<file path="src/rtl/dlpd_pkg.sv">
`default_nettype none
// ----------------------------------------------------------------------------
// dlpd_pkg
// shared types and constants of the decimal length-prefix deframer
// ----------------------------------------------------------------------------
package dlpd_pkg;

  localparam int unsigned ByteW = 8;
  localparam int unsigned LenW  = 14;

  localparam logic [LenW-1:0]  LenMax    = {LenW{1'b1}};
  localparam logic [ByteW-1:0] AsciiZero = 8'h30;
  localparam logic [ByteW-1:0] AsciiNine = 8'h39;

  // one result item
  typedef struct packed {
    logic [ByteW-1:0] body_byte;
    logic             first_of_message;
    logic             last_of_message;
    logic             empty_message;
    logic             header_error;
  } res_t;

endpackage : dlpd_pkg
`default_nettype wire

</file>
<file path="src/rtl/decimal_length_prefix_deframer_core.sv">
`default_nettype none
// ----------------------------------------------------------------------------
// decimal_length_prefix_deframer_core
// splits a byte stream framed by fixed-width ascii decimal length headers
// ----------------------------------------------------------------------------
//  channel | signals                                        | dir
//  --------+------------------------------------------------+-----
//  in      | in_valid_i, in_ready_o, in_byte_i              | in
//  out     | out_valid_o, out_ready_i, body_byte_o,         | out
//          | first_of_message_o, last_of_message_o,         |
//          | empty_message_o, header_error_o                |
//
//  one byte per cycle while in_ready_o is high: each input transfer updates
//  the parse state and loads any result into the output register at that edge
//  reset clears the parse state and the output valid flag
//  in_ready_o is high while the output register is empty or being drained,
//  so a stalled output holds the stream after one pending result
// ----------------------------------------------------------------------------
module decimal_length_prefix_deframer_core import dlpd_pkg::*; #(
  parameter int unsigned HEAD_DIGITS = 4
) (
  input  logic             clk_i,
  input  logic             rst_ni,
  input  logic             in_valid_i,
  output logic             in_ready_o,
  input  logic [ByteW-1:0] in_byte_i,
  output logic             out_valid_o,
  input  logic             out_ready_i,
  output logic [ByteW-1:0] body_byte_o,
  output logic             first_of_message_o,
  output logic             last_of_message_o,
  output logic             empty_message_o,
  output logic             header_error_o
);

  localparam int unsigned CntW = $clog2(HEAD_DIGITS + 1);

  // parse state
  logic            in_body_q, in_body_d;
  logic [CntW-1:0] digits_seen_q, digits_seen_d;
  logic [LenW-1:0] length_accum_q, length_accum_d;
  logic [LenW-1:0] body_remaining_q, body_remaining_d;
  logic            at_body_start_q, at_body_start_d;

  // output register
  logic out_valid_q;
  res_t res_q;
  res_t step_res;
  logic step_emit;
  logic in_xfer;

  assign in_ready_o = !out_valid_q || out_ready_i;
  assign in_xfer    = in_valid_i && in_ready_o;

  dlpd_step #(
    .HEAD_DIGITS(HEAD_DIGITS),
    .CntW       (CntW)
  ) u_step (
    .in_byte_i       (in_byte_i),
    .in_body_i       (in_body_q),
    .digits_seen_i   (digits_seen_q),
    .length_accum_i  (length_accum_q),
    .body_remaining_i(body_remaining_q),
    .at_body_start_i (at_body_start_q),
    .in_body_o       (in_body_d),
    .digits_seen_o   (digits_seen_d),
    .length_accum_o  (length_accum_d),
    .body_remaining_o(body_remaining_d),
    .at_body_start_o (at_body_start_d),
    .emit_o          (step_emit),
    .res_o           (step_res)
  );

  // state advances only on an input transfer
  always_ff @(posedge clk_i or negedge rst_ni) begin
    if (!rst_ni) begin
      in_body_q        <= 1'b0;
      digits_seen_q    <= '0;
      length_accum_q   <= '0;
      body_remaining_q <= '0;
      at_body_start_q  <= 1'b0;
    end else if (in_xfer) begin
      in_body_q        <= in_body_d;
      digits_seen_q    <= digits_seen_d;
      length_accum_q   <= length_accum_d;
      body_remaining_q <= body_remaining_d;
      at_body_start_q  <= at_body_start_d;
    end
  end

  // result register: refilled on a transfer that yields a result, cleared when drained
  always_ff @(posedge clk_i or negedge rst_ni) begin
    if (!rst_ni) begin
      out_valid_q <= 1'b0;
    end else if (in_ready_o) begin
      out_valid_q <= in_xfer && step_emit;
    end
  end

  always_ff @(posedge clk_i) begin
    if (in_xfer && step_emit) begin
      res_q <= step_res;
    end
  end

  assign out_valid_o        = out_valid_q;
  assign body_byte_o        = res_q.body_byte;
  assign first_of_message_o = res_q.first_of_message;
  assign last_of_message_o  = res_q.last_of_message;
  assign empty_message_o    = res_q.empty_message;
  assign header_error_o     = res_q.header_error;

endmodule : decimal_length_prefix_deframer_core
`default_nettype wire

</file>
<file path="src/rtl/dlpd_step.sv">
`default_nettype none
// ----------------------------------------------------------------------------
// dlpd_step
// next-state and result logic for one stream byte
// ----------------------------------------------------------------------------
module dlpd_step import dlpd_pkg::*; #(
  parameter int unsigned HEAD_DIGITS = 4,
  parameter int unsigned CntW        = $clog2(HEAD_DIGITS + 1)
) (
  input  logic [ByteW-1:0] in_byte_i,
  input  logic             in_body_i,
  input  logic [CntW-1:0]  digits_seen_i,
  input  logic [LenW-1:0]  length_accum_i,
  input  logic [LenW-1:0]  body_remaining_i,
  input  logic             at_body_start_i,
  output logic             in_body_o,
  output logic [CntW-1:0]  digits_seen_o,
  output logic [LenW-1:0]  length_accum_o,
  output logic [LenW-1:0]  body_remaining_o,
  output logic             at_body_start_o,
  output logic             emit_o,
  output res_t             res_o
);

  localparam int unsigned MulW = LenW + 4;
  localparam logic [CntW-1:0] DigitsLast = CntW'(HEAD_DIGITS);

  logic            is_digit;
  logic [MulW-1:0] acc_x10;
  logic [LenW-1:0] acc_sat;
  logic [LenW-1:0] rem_dec;
  logic [CntW-1:0] cnt_inc;

  assign is_digit = (in_byte_i >= AsciiZero) && (in_byte_i <= AsciiNine);
  // acc*10 + digit as two shifts and adds
  assign acc_x10  = {1'b0, length_accum_i, 3'b000} + {3'b000, length_accum_i, 1'b0}
                  + MulW'(in_byte_i - AsciiZero);
  assign acc_sat  = (|acc_x10[MulW-1:LenW]) ? LenMax : acc_x10[LenW-1:0];
  assign rem_dec  = (body_remaining_i != '0) ? body_remaining_i - 1'b1
                                             : body_remaining_i;
  assign cnt_inc  = digits_seen_i + 1'b1;

  always_comb begin
    in_body_o        = in_body_i;
    digits_seen_o    = digits_seen_i;
    length_accum_o   = length_accum_i;
    body_remaining_o = body_remaining_i;
    at_body_start_o  = at_body_start_i;
    emit_o           = 1'b0;
    res_o            = '0;
    if (in_body_i) begin
      emit_o                 = 1'b1;
      at_body_start_o        = 1'b0;
      body_remaining_o       = rem_dec;
      res_o.body_byte        = in_byte_i;
      res_o.first_of_message = at_body_start_i;
      res_o.last_of_message  = (rem_dec == '0);
      if (rem_dec == '0) begin
        in_body_o = 1'b0;
      end
    end else if (!is_digit) begin
      digits_seen_o      = '0;
      length_accum_o     = '0;
      emit_o             = 1'b1;
      res_o.header_error = 1'b1;
    end else if (cnt_inc < DigitsLast) begin
      digits_seen_o  = cnt_inc;
      length_accum_o = acc_sat;
    end else begin
      digits_seen_o = '0;
      if (acc_sat == '0) begin
        length_accum_o        = '0;
        emit_o                = 1'b1;
        res_o.empty_message   = 1'b1;
        res_o.last_of_message = 1'b1;
      end else begin
        body_remaining_o = acc_sat;
        length_accum_o   = '0;
        in_body_o        = 1'b1;
        at_body_start_o  = 1'b1;
      end
    end
  end

endmodule : dlpd_step
`default_nettype wire

</file>
<file path="config.mk">
export PLATFORM = sky130hd
export DESIGN_NAME = decimal_length_prefix_deframer_core
export DESIGN_NICKNAME = d
export VERILOG_FILES = /design/src/rtl/dlpd_pkg.sv /design/src/rtl/decimal_length_prefix_deframer_core.sv /design/src/rtl/dlpd_step.sv
export SDC_FILE = /design/constraint.sdc
export NUM_CORES = 1
export LEC_CHECK = 0
export BUFFER_PORTS_ARGS = -buffer_cell sky130_fd_sc_hd__buf_2
export CELL_PAD_IN_SITES_DETAIL_PLACEMENT = 1
export CELL_PAD_IN_SITES_GLOBAL_PLACEMENT = 2
export CORE_MARGIN = 2
export CORE_UTILIZATION = 39
export CTS_BUF_LIST = sky130_fd_sc_hd__clkbuf_4
export DETAILED_ROUTE_END_ITERATION = 10
export GPL_TIMING_DRIVEN = 0
export PLACE_DENSITY_LB_ADDON = 0.2
export SLEW_MARGIN = 20
export SYNTH_ARGS = -nofsm -noshare
export SYNTH_HDL_FRONTEND = slang
export SYNTH_SLANG_ARGS = --single-unit
</file>
<file path="constraint.sdc">
create_clock -name clk_i -period 5.1 [get_ports clk_i]
set_clock_uncertainty 0.2 [all_clocks]
set_input_delay 1.02 -clock clk_i [delete_from_list [all_inputs] [get_ports clk_i]]
set_output_delay 1.02 -clock clk_i [all_outputs]
set_load 0.01 [all_outputs]
</file>
## After elaboration in Yosys (flattened, before gate mapping)

Index checks and enable logic that the tools add are counted.

- $add $sub $neg: 5
- $lt $le $gt $ge: 3
- Equality and inequality tests: 2
- Multiplexer cells: 28
- Bitwise logic cells: 2
- Reductions and logical operators: 13

Operator list:

| operator | number |
|---|---|
| two-way mux 14 bit | 8 |
| zero test 14 bit | 2 |
| adder 17 x 15 -> 18 bit | 1 |
| adder 18 bit | 1 |
| two-way mux 1 bit | 15 |
| nonzero test 14 bit | 1 |
| subtractor 14 x 1 -> 14 bit, second input constant | 1 |
| subtractor 8 x 6 -> 9 bit, second input constant | 1 |
| greater-or-equal comparator 8 x 6 -> 1 bit, second input constant | 1 |
| <= comparator 8 x 6 -> 1 bit, second input constant | 1 |
| two-way mux 2 bit | 3 |
| two-way mux 3 bit | 2 |
| != test 2 bit, second input constant | 2 |
| AND reduction 4 bit | 1 |
| OR reduction 4 bit | 1 |
| adder 3 x 1 -> 3 bit, second input constant | 1 |
| logical AND 1 bit | 3 |
| less-than comparator 3 bit, second input constant | 1 |
| OR reduction 3 bit | 1 |
| inverter 1 bit | 2 |
| AND reduction 2 bit | 1 |
| nonzero test 2 bit | 1 |
| zero test 1 bit | 1 |
| logical OR 1 bit | 1 |

- Register bits after elaboration: 46
- Input port bits: 12
- Output and inout port bits: 14
- Logic and storage cells: 64

## Logic depth before layout (Yosys ltp)

Gate-level depths: netlist of the first run.

- Word-level depth: 10
- Gate-level depth with buffers: 16
- Mapped depth without buffers: 13

## By module

A second synthesis of the first run with hierarchy kept.

- Cells, all modules: 435
- Area total of the unflattened synthesis: 4256.6 µm²

Modules (own cells, without submodules):

| module | instances | cells an instance | area an instance (µm²) | seq. area each (µm²) |
|---|---|---|---|---|
| dlpd_step | 1 | 348 | 2462.4 | 0.0 |
| decimal_length_prefix_deframer_core | 1 | 87 | 1794.2 | 1211.2 |

## Worst setup path before layout of the first run

Ideal clock, no wire load.

- Path type: input to register
- Start: input port in_byte_i[4]
- End: register res_q (netlist bit body_byte_o[0]) (enable)
- Setup time: 0.380 ns
- Arrival time: 4.799 ns
- Path slack: -0.279 ns
- Stages: 14
- Buffers on the path: 1
- Cell sequence: ha_1 -> or3_1 -> inv_1 -> fa_1 -> ha_1 -> buf_2 -> and3_4 -> and2_1 -> a211oi_1 -> a211oi_1 -> or4b_1 -> nor2_1 -> a31oi_1 -> nor2_1

- Cells in the longest elaborated chain, start to end: 10

Ends and longest elaborated chain:

| item | line | source |
|---|---|---|
| start: declaration | decimal_length_prefix_deframer_core.sv:26 | `input logic [ByteW-1:0] in_byte_i,` |
| subtractor 8 x 6 -> 9 bit | dlpd_step.sv:37 | `+ MulW'(in_byte_i - AsciiZero);` |
| adder 18 bit | dlpd_step.sv:37 |  |
| OR reduction 4 bit | dlpd_step.sv:38 | `assign acc_sat = (\|acc_x10[MulW-1:LenW]) ? LenMax : acc_x10[LenW-1:0];` |
| two-way mux 14 bit | dlpd_step.sv:38 |  |
| zero test 14 bit | dlpd_step.sv:71 | `if (acc_sat == '0) begin` |
| two-way mux 1 bit | dlpd_step.sv:71 |  |
| two-way mux 1 bit | dlpd_step.sv:66 | `end else if (cnt_inc < DigitsLast) begin` |
| two-way mux 1 bit (*) | dlpd_step.sv:61 | `end else if (!is_digit) begin` |
| two-way mux 1 bit (*) | dlpd_step.sv:51 | `if (in_body_i) begin` |
| logical AND 1 bit (*) | decimal_length_prefix_deframer_core.sv:101 | `if (in_xfer && step_emit) begin` |
| end signal: assignment | decimal_length_prefix_deframer_core.sv:102 | `res_q <= step_res;` |
| end: declaration | decimal_length_prefix_deframer_core.sv:47 | `res_t res_q;` |

Every way passes the cells marked *; elsewhere a longest branch is shown, timed or not.
A chain may end at the register's enable or synchronous reset.

## Worst setup path after layout of the first run

- Start: input port in_byte_i[5]
- End: register body_remaining_q[3]

- Cells in the longest elaborated chain, start to end: 8

Ends and longest elaborated chain:

| item | line | source |
|---|---|---|
| branches (longest 8 deep; another with adder 18 bit) | -- |  |
| end signal: assignment | decimal_length_prefix_deframer_core.sv:86 | `body_remaining_q <= body_remaining_d;` |
| end: declaration | decimal_length_prefix_deframer_core.sv:42 | `logic [LenW-1:0] body_remaining_q, body_remaining_d;` |

Parallel ways; which one is timed is not known. The select of a mux whose other input is x is not followed.

==> results of run 1 <==
[per-layer routing]
metal / track usage [%] / vias to the layer above / part of all wire (%)
met2: 34.8 / 82 / 45
li1: - / 1749 / -
met3: 2.69 / 16 / 4.1
met5: 0 / - / 0
met4: 4.54 / 0 / 1.7
met1: 34.1 / 1837 / 49
[registers in the layout, indices dropped and copies added, names as in the netlist]
register,count
body_byte_o,8
at_body_start_q,1
first_of_message_o,1
header_error_o,1
in_body_q,1
body_remaining_q,14
length_accum_q,14
digits_seen_q,2
last_of_message_o,1
out_valid_o,1
empty_message_o,1
[how the worst min path moves through the flow]
stage                     start                to  slack (ns)  cells past startpoint
2_1_floorplan  digits_seen_q[1]  digits_seen_q[1]        0.24                      2
3_3_place_gp   digits_seen_q[1]  digits_seen_q[1]        0.26                      2
3_5_place_dp   digits_seen_q[1]  digits_seen_q[1]        0.27                      2
4_1_cts        digits_seen_q[1]  digits_seen_q[1]        0.30                      2
5_1_grt        digits_seen_q[1]  digits_seen_q[1]        0.34                      2
6_report       digits_seen_q[1]  digits_seen_q[1]        0.30                      2
[critical path: stages]
cell	delay [ns]
buf_4	0.14
ha_4	0.17
or3_4	0.40
inv_8	0.11
fa_1	0.39
ha_1	0.30
buf_6	0.12
a21oi_4	0.07
o211ai_1	0.29
buf_4	0.21
nand3b_1	0.09
a211oi_2	0.22
or4b_4	0.49
or2_1	0.25
buf_6	0.14
or4_4	0.52
o311a_1	0.14
[area by class of cell]
cell class	instances	area (um^2)	area share, %
Clock inverter	3	25.0	0.547
Clock buffer	5	37.5	0.820
Timing Repair Buffer	37	234	5.11
Multi-Input combinational cell	357	2680	58.4
Inverter	24	97.6	2.13
Buffer	27	156	3.42
Sequential cell	45	1190	25.9
Tap cell	133	166	3.63
[timing repair]
action / 4_1_cts / 5_1_grt
endpoints found under the setup margin: 45 / 38
pin swaps: 5 / 16
setup buffers: 5 / 7
resized for setup: 19 / 28
endpoints found under the hold margin: 0 / 0
[power by group]
group	switching [W]	total [W]	internal [W]
Clock	0.000139	0.000196	0.0000565
Combinational	0.000276	0.000458	0.000182
Sequential	0.0000111	0.000395	0.000384
[cells in the final DEF, fill, tap and decap left out, drive strengths merged, types with 13 or more instances in the layout]
cell / synthesis / final
nor2: 38 / 38
fa: 13 / 13
clkbuf: 17 / 22
a21oi: 25 / 25
buf: 10 / 47
ha: 22 / 22
nand2: 44 / 44
inv: 24 / 25
and2: 14 / 14
o21ai: 36 / 36
nor3: 14 / 14
dfrtp: 33 / 33
[cells by family after synthesis]
logic type / after synthesis
AOI/OAI and AO/OA: 141
xor gates and xnor gates: 14
adders and majority gates: 35
buffers and inverters: 51
DFF: 45
muxes: 5
and+or+nand+nor: 162
[through the flow]
step / util [%] / std cells / hold WS (ns) / setup slack (ns) / instance area [um^2]
5_1_grt: 46.8 / 631 / 0.342 / 0.0156 / 4580
4_1_cts: 45.2 / 624 / 0.303 / 0.00371 / 4420
6_report: 46.8 / 631 / 0.300 / 0.118 / 4580
3_3_place_gp: 43.3 / 611 / 0.258 / -0.778 / 4230
2_1_floorplan: - / 453 / 0.243 / 0.0125 / 3940
3_5_place_dp: 43.3 / 611 / 0.268 / -0.882 / 4230
==> flow_summary.toml, run 1 <==
[status]
status = "finished, final reports clean"

[sta]
setup_viol = 0
rsz0062_at_grt = "false"
period_minus_slack_ns = 4.98
fin_tns_setup_ns = 0
period_share_pct = 97.7
max_freq_mhz = 201
worstMarginPinSlew_ns = 0.878
maxSlewHeadroom_pct = 41.0
maxSlewViolCount = 0
hold_violations = 0

[hold_path]
hold_class = "reg2reg"

[yosys]
synth_nets = 500
ys_ff_latch = 45
synth_async_sr_flop_share_pct = 73.3
synth_edf_count = 12
synth-simple-area-share_pct = 21.2
syn-cell-area_mm2 = 0.00393
synth_top_area_share_pct = 21.0
synthTopCellsByArea = "dfrtp_1, edfxtp_1, ha_1, fa_1, nand2_1"
synthAdderAreaFrac_pct = 13.6
yosysTopAreaCell = "dfrtp_1"
syn_inst = 453
synthXorXnorAreaFrac_pct = 3.12
synth.most_common_cell = "nand2_1"
synth_common_cells = "nand2_1, nor2_1, dfrtp_1"
yosys_most_used_dff = "dfrtp_1"
synth_top_family_by_area = "compound AO/OA/AOI/OAI gates"
synth_cell_types = 73
synth-compound-area-share_pct = 24.9
yosysSeqAreaShare_pct = 30.2
ys.warnings.count = 0
synthMuxAreaShare_pct = 1.30
syn_area_per_cell_um2 = 8.68

[setup_path]
critPathMaxFanout = 6
worstPathRequired_ns = 5.19
worstRegToRegCells = 12
crit-reg2reg-launch = "length_accum_q[2]"
crit_end = "body_remaining_q[3]"
critical_path.startpoint = "in_byte_i[5]"
crit_path_start_kind = "input port"
reg2reg_slack_ns = 0.74
critical_path_class = "in2reg"
cp_data_arrival_time_ns = 5.07
timing.rr.end = "body_remaining_q[3]"
endpoint_kind = "register"

[global_route]
grt_pass1_wl_mm = 19.7
grt_pass1_vias = 3722
antenna_found_initial = 0
grt-ovfl-total = 0
grt_max_degree = 34
grtUsageTotal_pct = 22.6

[route]
drtIter0Drc = 205
avgViaCountPerCell = 5.84
drcViolationCount = 0
vias = 3684
wl_per_cell_um = 19.3
totalWireLength_mm = 12.2
firstDrtPassIters = 4
postRouteAntennaNets = 0

[floorplan]
fp.dieW_um = 104
die-height_um = 104
rows = 36
initial_core_util_pct = 40.2
core_mm2 = 0.00977
io_pins = 26
dieArea_mm2 = 0.0109

[placed_design]
finalWeightedCongestion = 0.860
dp_hpwl_mm = 9.58
port_buffers = 25

[run]
cap_violations = 0

[power]
p_leak_nw = 1.96
powerDensity_mw_per_mm2 = 229
power_w = 0.00105
ir_drop_mv = 0.0813

[finish]
drive_gt1_share_pct = 18.9
antenna_cells = 0
area_growth_pct = 16.4
layout.nets = 544
nFillCells = 1172

[cts]
clock_latency_ns = 0.38
numCtsBuffers = 5
cts.sinks = 45
h-tree-depth = 2
clockBufferDepth = 2
root_buffer = "clkbuf_4"
path_clk_slew_ns = 0.16
cts_hold_buf = 0
cts_tree = "built"
Power figures use the tool's default switching activity.
==> inputs of run 2 (changes only) <==
ABC_AREA = 1   (was not set)
CORE_UTILIZATION = 36   (was 39)
==> run 2 against run 1 <==
  * Combinational power is 17% higher
  * Sequential share of layout area rose by 1.9 points
  * Setup slack better by 0.28 ns
  * Non-clock buffer count is 26 lower
  * Flip-flop and latch count stayed put
  * Area after synthesis shrank 1.3%
  * Clock-buffer cell count up 1
  * Wire length down 14%
  * Critical endpoint is now body_byte_o[1]
==> flow_summary.toml, run 2 <==
[hold_path]
hold_class = "reg2reg"

[setup_path]
cp.depth = 22
critical_path_buf_inv_count = 5
crit_end = "body_byte_o[1]"
crit-reg2reg-launch = "length_accum_q[8]"
critical_path.cell_chain = "buf_2, ha_1, nor2_4, inv_1, fa_1, inv_1, ha_1, nand2_1, inv_1, nand2_1, nand2_1, a21oi_1, nand2_1, nand2_1, nand2_1, nor2_4, nand2_2, nor2_4, nand3_1, nand2_1, nand2_1, inv_1"
crit_top_cell = "nand2_1"
slowest_delay_ns = 0.51
endpoint_kind = "register"
critical_path.startpoint = "in_byte_i[4]"
cp_data_arrival_time_ns = 4.53
critical_path_class = "in2reg"
worstPathRequired_ns = 4.93
worstRegToRegCells = 19
slowest_stage = "fa_1"
reg2reg_slack_ns = 1.37
timing.rr.end = "body_byte_o[1]"
critPathMaxFanout = 12
crit_path_start_kind = "input port"
critical-path-top-delay-family = "simple AND/OR/NAND/NOR gates"

[route]
wl_per_cell_um = 14.5
drtIter0Drc = 117
postRouteAntennaNets = 0
vias = 3529
totalWireLength_mm = 10.5
avgViaCountPerCell = 4.88
drcViolationCount = 0
firstDrtPassIters = 4

[power]
p_leak_nw = 2.34
ir_drop_mv = 0.0976
power_w = 0.00124
powerDensity_mw_per_mm2 = 290

[finish]
utilization_pct = 40.9
layout_commonest_cell = "nand2_1"
seqCellArea_mm2 = 0.00119
nFillCells = 1384
layout_common_cells = "nand2_1, inv_1, nand3_1"
drive_gt1_share_pct = 11.9
area_growth_pct = 9.83
antenna_cells = 0
layout.nets = 633
multi_input_area_mm2 = 0.00231

[cts]
cts.sinks = 45
path_clk_slew_ns = 0.14
cts_tree = "built"
numCtsBuffers = 5
clock_latency_ns = 0.36
h-tree-depth = 2
postCtsSetupBuffers = 0
root_buffer = "clkbuf_4"
clockBufferDepth = 2
cts_hold_buf = 0

[yosys]
syn-cell-area_mm2 = 0.00388
synth.most_common_cell = "nand2_1"
synth_top_area_share_pct = 21.3
syn_area_per_cell_um2 = 7.01
synth_edf_count = 12
synth_nets = 601
yosysSeqAreaShare_pct = 30.6
syn_inst = 554
synth_async_sr_flop_share_pct = 73.3
yosys_most_used_dff = "dfrtp_1"
ys.warnings.count = 0
ys_ff_latch = 45
yosysTopAreaCell = "dfrtp_1"
synth_common_cells = "nand2_1, inv_1, nand3_1"
synth_cell_types = 34
synthTopCellsByArea = "dfrtp_1, nand2_1, edfxtp_1, inv_1, ha_1"

[global_route]
antenna_found_initial = 0
grt_pass1_wl_mm = 18.2
grt_pass1_vias = 3601
grt-ovfl-total = 0
grtUsageTotal_pct = 19.7
grt_max_degree = 34

[sta]
setup_viol = 0
period_minus_slack_ns = 4.70
maxSlewHeadroom_pct = 48.0
max_freq_mhz = 213
maxSlewViolCount = 0
hold_violations = 0
period_share_pct = 92.2
rsz0062_at_grt = "false"
worstMarginPinSlew_ns = 0.780

[floorplan]
rows = 37
die-height_um = 108
core_mm2 = 0.0104
dieArea_mm2 = 0.0116
io_pins = 26
fp.dieW_um = 108
initial_core_util_pct = 37.3

[placed_design]
finalWeightedCongestion = 0.848
port_buffers = 25
dp_hpwl_mm = 9.01

[status]
status = "finished, final reports clean"

[run]
cap_violations = 0
==> run 2: worst min path at each step <==
stage / start / endpoint / slack, ns / cells after the start
6_report: out_valid_o / out_valid_o / 0.34 / 2
5_1_grt: body_remaining_q[13] / body_remaining_q[13] / 0.38 / 2
4_1_cts: out_valid_o / out_valid_o / 0.35 / 2
3_5_place_dp: out_valid_o / out_valid_o / 0.32 / 2
3_3_place_gp: at_body_start_q / at_body_start_q / 0.28 / 2
2_1_floorplan: at_body_start_q / at_body_start_q / 0.27 / 2
==> run 2: cell type report <==
cell class	count	area share [%]
Sequential cell	45	27.8
Buffer	13	1.44
Clock inverter	2	0.792
Tap cell	136	3.99
Clock buffer	6	1.06
Timing Repair Buffer	25	2.94
Inverter	87	7.66
Multi-Input combinational cell	409	54.3
==> run 2: worst register-to-register path: stages, from the launching register on <==
cell and delay, ns:
dfrtp_1 0.42, inv_1 0.10, fa_1 0.55, inv_1 0.05, ha_1 0.36, nand2_1 0.12, inv_1 0.06, nand2_1 0.06
nand2_1 0.07, a21oi_1 0.17, nand2_1 0.07, nand2_1 0.06, nand2_1 0.08, nor2_4 0.15, nand2_2 0.10, nor2_4 0.21
nand3_1 0.11, nand2_1 0.07, nand2_1 0.07, inv_1 0.33
==> run 2: cells by family after synthesis <==
logic type,synth area share (%)
AO/OA/AOI/OAI,8.32
flip-flops,30.6
AND/OR/NAND/NOR,33.7
adder cells (fa/ha/maj),13.8
XOR/XNOR,3.61
buffers and inverters,9.99
==> run 2: report_power, final <==
part / internal [W] / switching [W]
clock: 0.000108 / 0.000119
combinational: 0.000184 / 0.000350
sequential: 0.000420 / 0.0000555
==> run 2: what timing repair did <==
| action | CTS | global route |
|---|---|---|
| resized for setup | 1 | 1 |
| cloned | 0 | 0 |
| endpoints found under the setup margin | 12 | 12 |
==> run 2: layer usage <==
| layer | GRT usage [%] | vias up | part of all wire [%] |
|---|---|---|---|
| li1 | - | 1812 | - |
| met1 | 26.8 | 1663 | 48 |
| met2 | 33.3 | 44 | 48 |
| met3 | 2.78 | 10 | 2.8 |
| met4 | 3.75 | 0 | 1.0 |
| met5 | 0 | - | 0 |
==> run 2: through the flow <==
| step | instance area [um^2] | instances | worst slack, ns | setup TNS [ns] | hold WS [ns] |
|---|---|---|---|---|---|
| CTS | 4260 | 723 | 0.186 | 0 | 0.347 |
| detailed placement | 4180 | 715 | -0.484 | -9.68 | 0.315 |
| global route | 4260 | 723 | 0.0853 | 0 | 0.377 |
| finish | 4260 | 723 | 0.400 | 0 | 0.337 |
| floorplan | 3880 | 554 | 0.485 | 0 | 0.269 |
| global placement | 4180 | 715 | -0.397 | -7.32 | 0.285 |
==> inputs of run 3 (changes only) <==
GPL_TIMING_DRIVEN = not set   (was 0)
==> run 3 against run 2 <==
  * Maximum frequency increased by 2.5%
  * Largest power group unchanged
  * Combinational power increased by 1%
  * Flip-flop and latch count stayed put
  * Wire length increased by 5.3%
  * Clock-buffer cell count fell by 1
  * Utilization down 0.26 points
  * Worst hold slack worse by 0.0058 ns
==> flow_summary.toml, run 3 (same netlist as run 2, synthesis figures left out) <==
[cts]
clockBufferDepth = 2
postCtsSetupBuffers = 0
path_clk_slew_ns = 0.17
root_buffer = "clkbuf_4"
clock_latency_ns = 0.40
cts_resized = 0
h-tree-depth = 2
cts_tree = "built"
cts_hold_buf = 0
cts.sinks = 45
numCtsBuffers = 5

[finish]
layout_commonest_cell = "nand2_1"
fin_area_mm2 = 0.00424
drive_gt1_share_pct = 12.3
area_growth_pct = 9.12
layout.nets = 625
antenna_cells = 0
layout_common_cells = "nand2_1, inv_1, nand3_1"
utilization_pct = 40.7

[floorplan]
initial_core_util_pct = 37.3
dieArea_mm2 = 0.0116
io_pins = 26
die-height_um = 108
fp.dieW_um = 108
core_mm2 = 0.0104
rows = 37

[sta]
hold_violations = 0
period_share_pct = 89.9
finalWorstSetupSlack_ns = 0.513
setup_viol = 0
worstMarginPinSlew_ns = 0.827
max_freq_mhz = 218
rsz0062_at_grt = "false"
maxSlewHeadroom_pct = 44.7
fin_tns_setup_ns = 0
maxSlewViolCount = 0
period_minus_slack_ns = 4.59

[placed_design]
dp_hpwl_mm = 9.12
dp_slack_ns = 0.0285
port_buffers = 25
place_area_mm2 = 0.00415
finalWeightedCongestion = 0.822

[setup_path]
endpoint_kind = "register"
cp_data_arrival_time_ns = 4.44
critical_path_class = "in2reg"
reg2reg_slack_ns = 1.40
critical_path.startpoint = "in_byte_i[4]"
worstPathRequired_ns = 4.95
crit_path_start_kind = "input port"
timing.rr.end = "body_byte_o[0]"
crit-reg2reg-launch = "length_accum_q[9]"
worstRegToRegCells = 16
critPathMaxFanout = 12

[status]
status = "finished, final reports clean"

[route]
firstDrtPassIters = 4
wl_per_cell_um = 15.4
avgViaCountPerCell = 4.93
totalWireLength_mm = 11.0
drtIter0Drc = 133
vias = 3525
postRouteAntennaNets = 0
drcViolationCount = 0

[global_route]
grt_max_degree = 34
grtUsageTotal_pct = 20.8
grt_pass1_vias = 3763
grt_pass1_wl_mm = 18.9
grt-ovfl-total = 0
antenna_found_initial = 0

[power]
comb_power_share_pct = 43.0
switching_share_pct = 43.4
ir_drop_mv = 0.154
p_clk_share_pct = 19.1
powerDensity_mw_per_mm2 = 297
p_leak_nw = 2.34
intPower_w = 0.000712
p_sw_w = 0.000546
p_seq_share_pct = 37.9

[hold_path]
min-delay-start = "at_body_start_q"
hold_class = "reg2reg"
min_to = "at_body_start_q"
hold_path_depth = 2

[run]
cap_violations = 0
[run 3: through the flow]
| step | instances | hold WS, ns | total power [W] |
|---|---|---|---|
| after floorplan | 554 | 0.269 | 0.000858 |
| after detailed placement | 707 | 0.296 | 0.00103 |
| after global placement | 707 | 0.290 | 0.00101 |
| after CTS | 715 | 0.332 | 0.00127 |
| final | 715 | 0.331 | 0.00126 |
| after global routing | 715 | 0.364 | 0.00137 |
[run 3: area by class of cell]
cell class,count,area [um^2]
Sequential cell,45,1190
Tap cell,136,170
Multi-Input combinational cell,409,2310
Clock buffer,5,37.5
Inverter,87,327
Clock inverter,3,45.0
Timing Repair Buffer,30,163
Fill cell,1371,6180
[run 3: power by group through the flow]
stage / clock network (W) / logic [W] / registers, W
finish: 0.000241 / 0.000541 / 0.000477
global route: 0.000262 / 0.000619 / 0.000486
CTS: 0.000246 / 0.000545 / 0.000477
detailed placement: 0 / 0.000543 / 0.000484
global placement: 0 / 0.000531 / 0.000483
floorplan: 0 / 0.000390 / 0.000469
[run 3: worst max-delay path by stage]
| stage | endpoint | slack (ns) | cells past startpoint |
|---|---|---|---|
| finish | body_byte_o[0] | 0.51 | 21 |
| global route | body_byte_o[0] | 0.19 | 21 |
| CTS | body_byte_o[6] | 0.45 | 21 |
| detailed placement | body_byte_o[6] | 0.03 | 21 |
| global placement | body_byte_o[7] | 0.16 | 21 |
| floorplan | body_byte_o[0] | 0.48 | 21 |
[run 3: metal layers]
| metal | wire length (um) | up-vias | part of all wire [%] | global-route usage [%] |
|---|---|---|---|---|
| met2 | 5220 | 43 | 47 | 35.5 |
| met3 | 301 | 11 | 2.7 | 3.09 |
| met4 | 148 | 0 | 1.3 | 5.04 |
| met5 | 0 | - | 0 | 0 |
| li1 | - | 1796 | - | - |
| met1 | 5340 | 1675 | 49 | 27.6 |
[run 3: worst max-delay path, cell delays in order]
cell and delay [ns]:
buf_2 0.12, ha_1 0.24, nor2_1 0.24, buf_4 0.23
fa_1 0.44, ha_1 0.40, nand2_2 0.17, inv_1 0.05
nand2_1 0.06, nand2_1 0.06, a21oi_1 0.19, nand2_1 0.07
nand2_1 0.06, nand2_1 0.05, nor2_2 0.17, nand3_2 0.15
nor2_4 0.14, nand3_1 0.08, nand2_1 0.07, nand2_1 0.07
inv_1 0.34
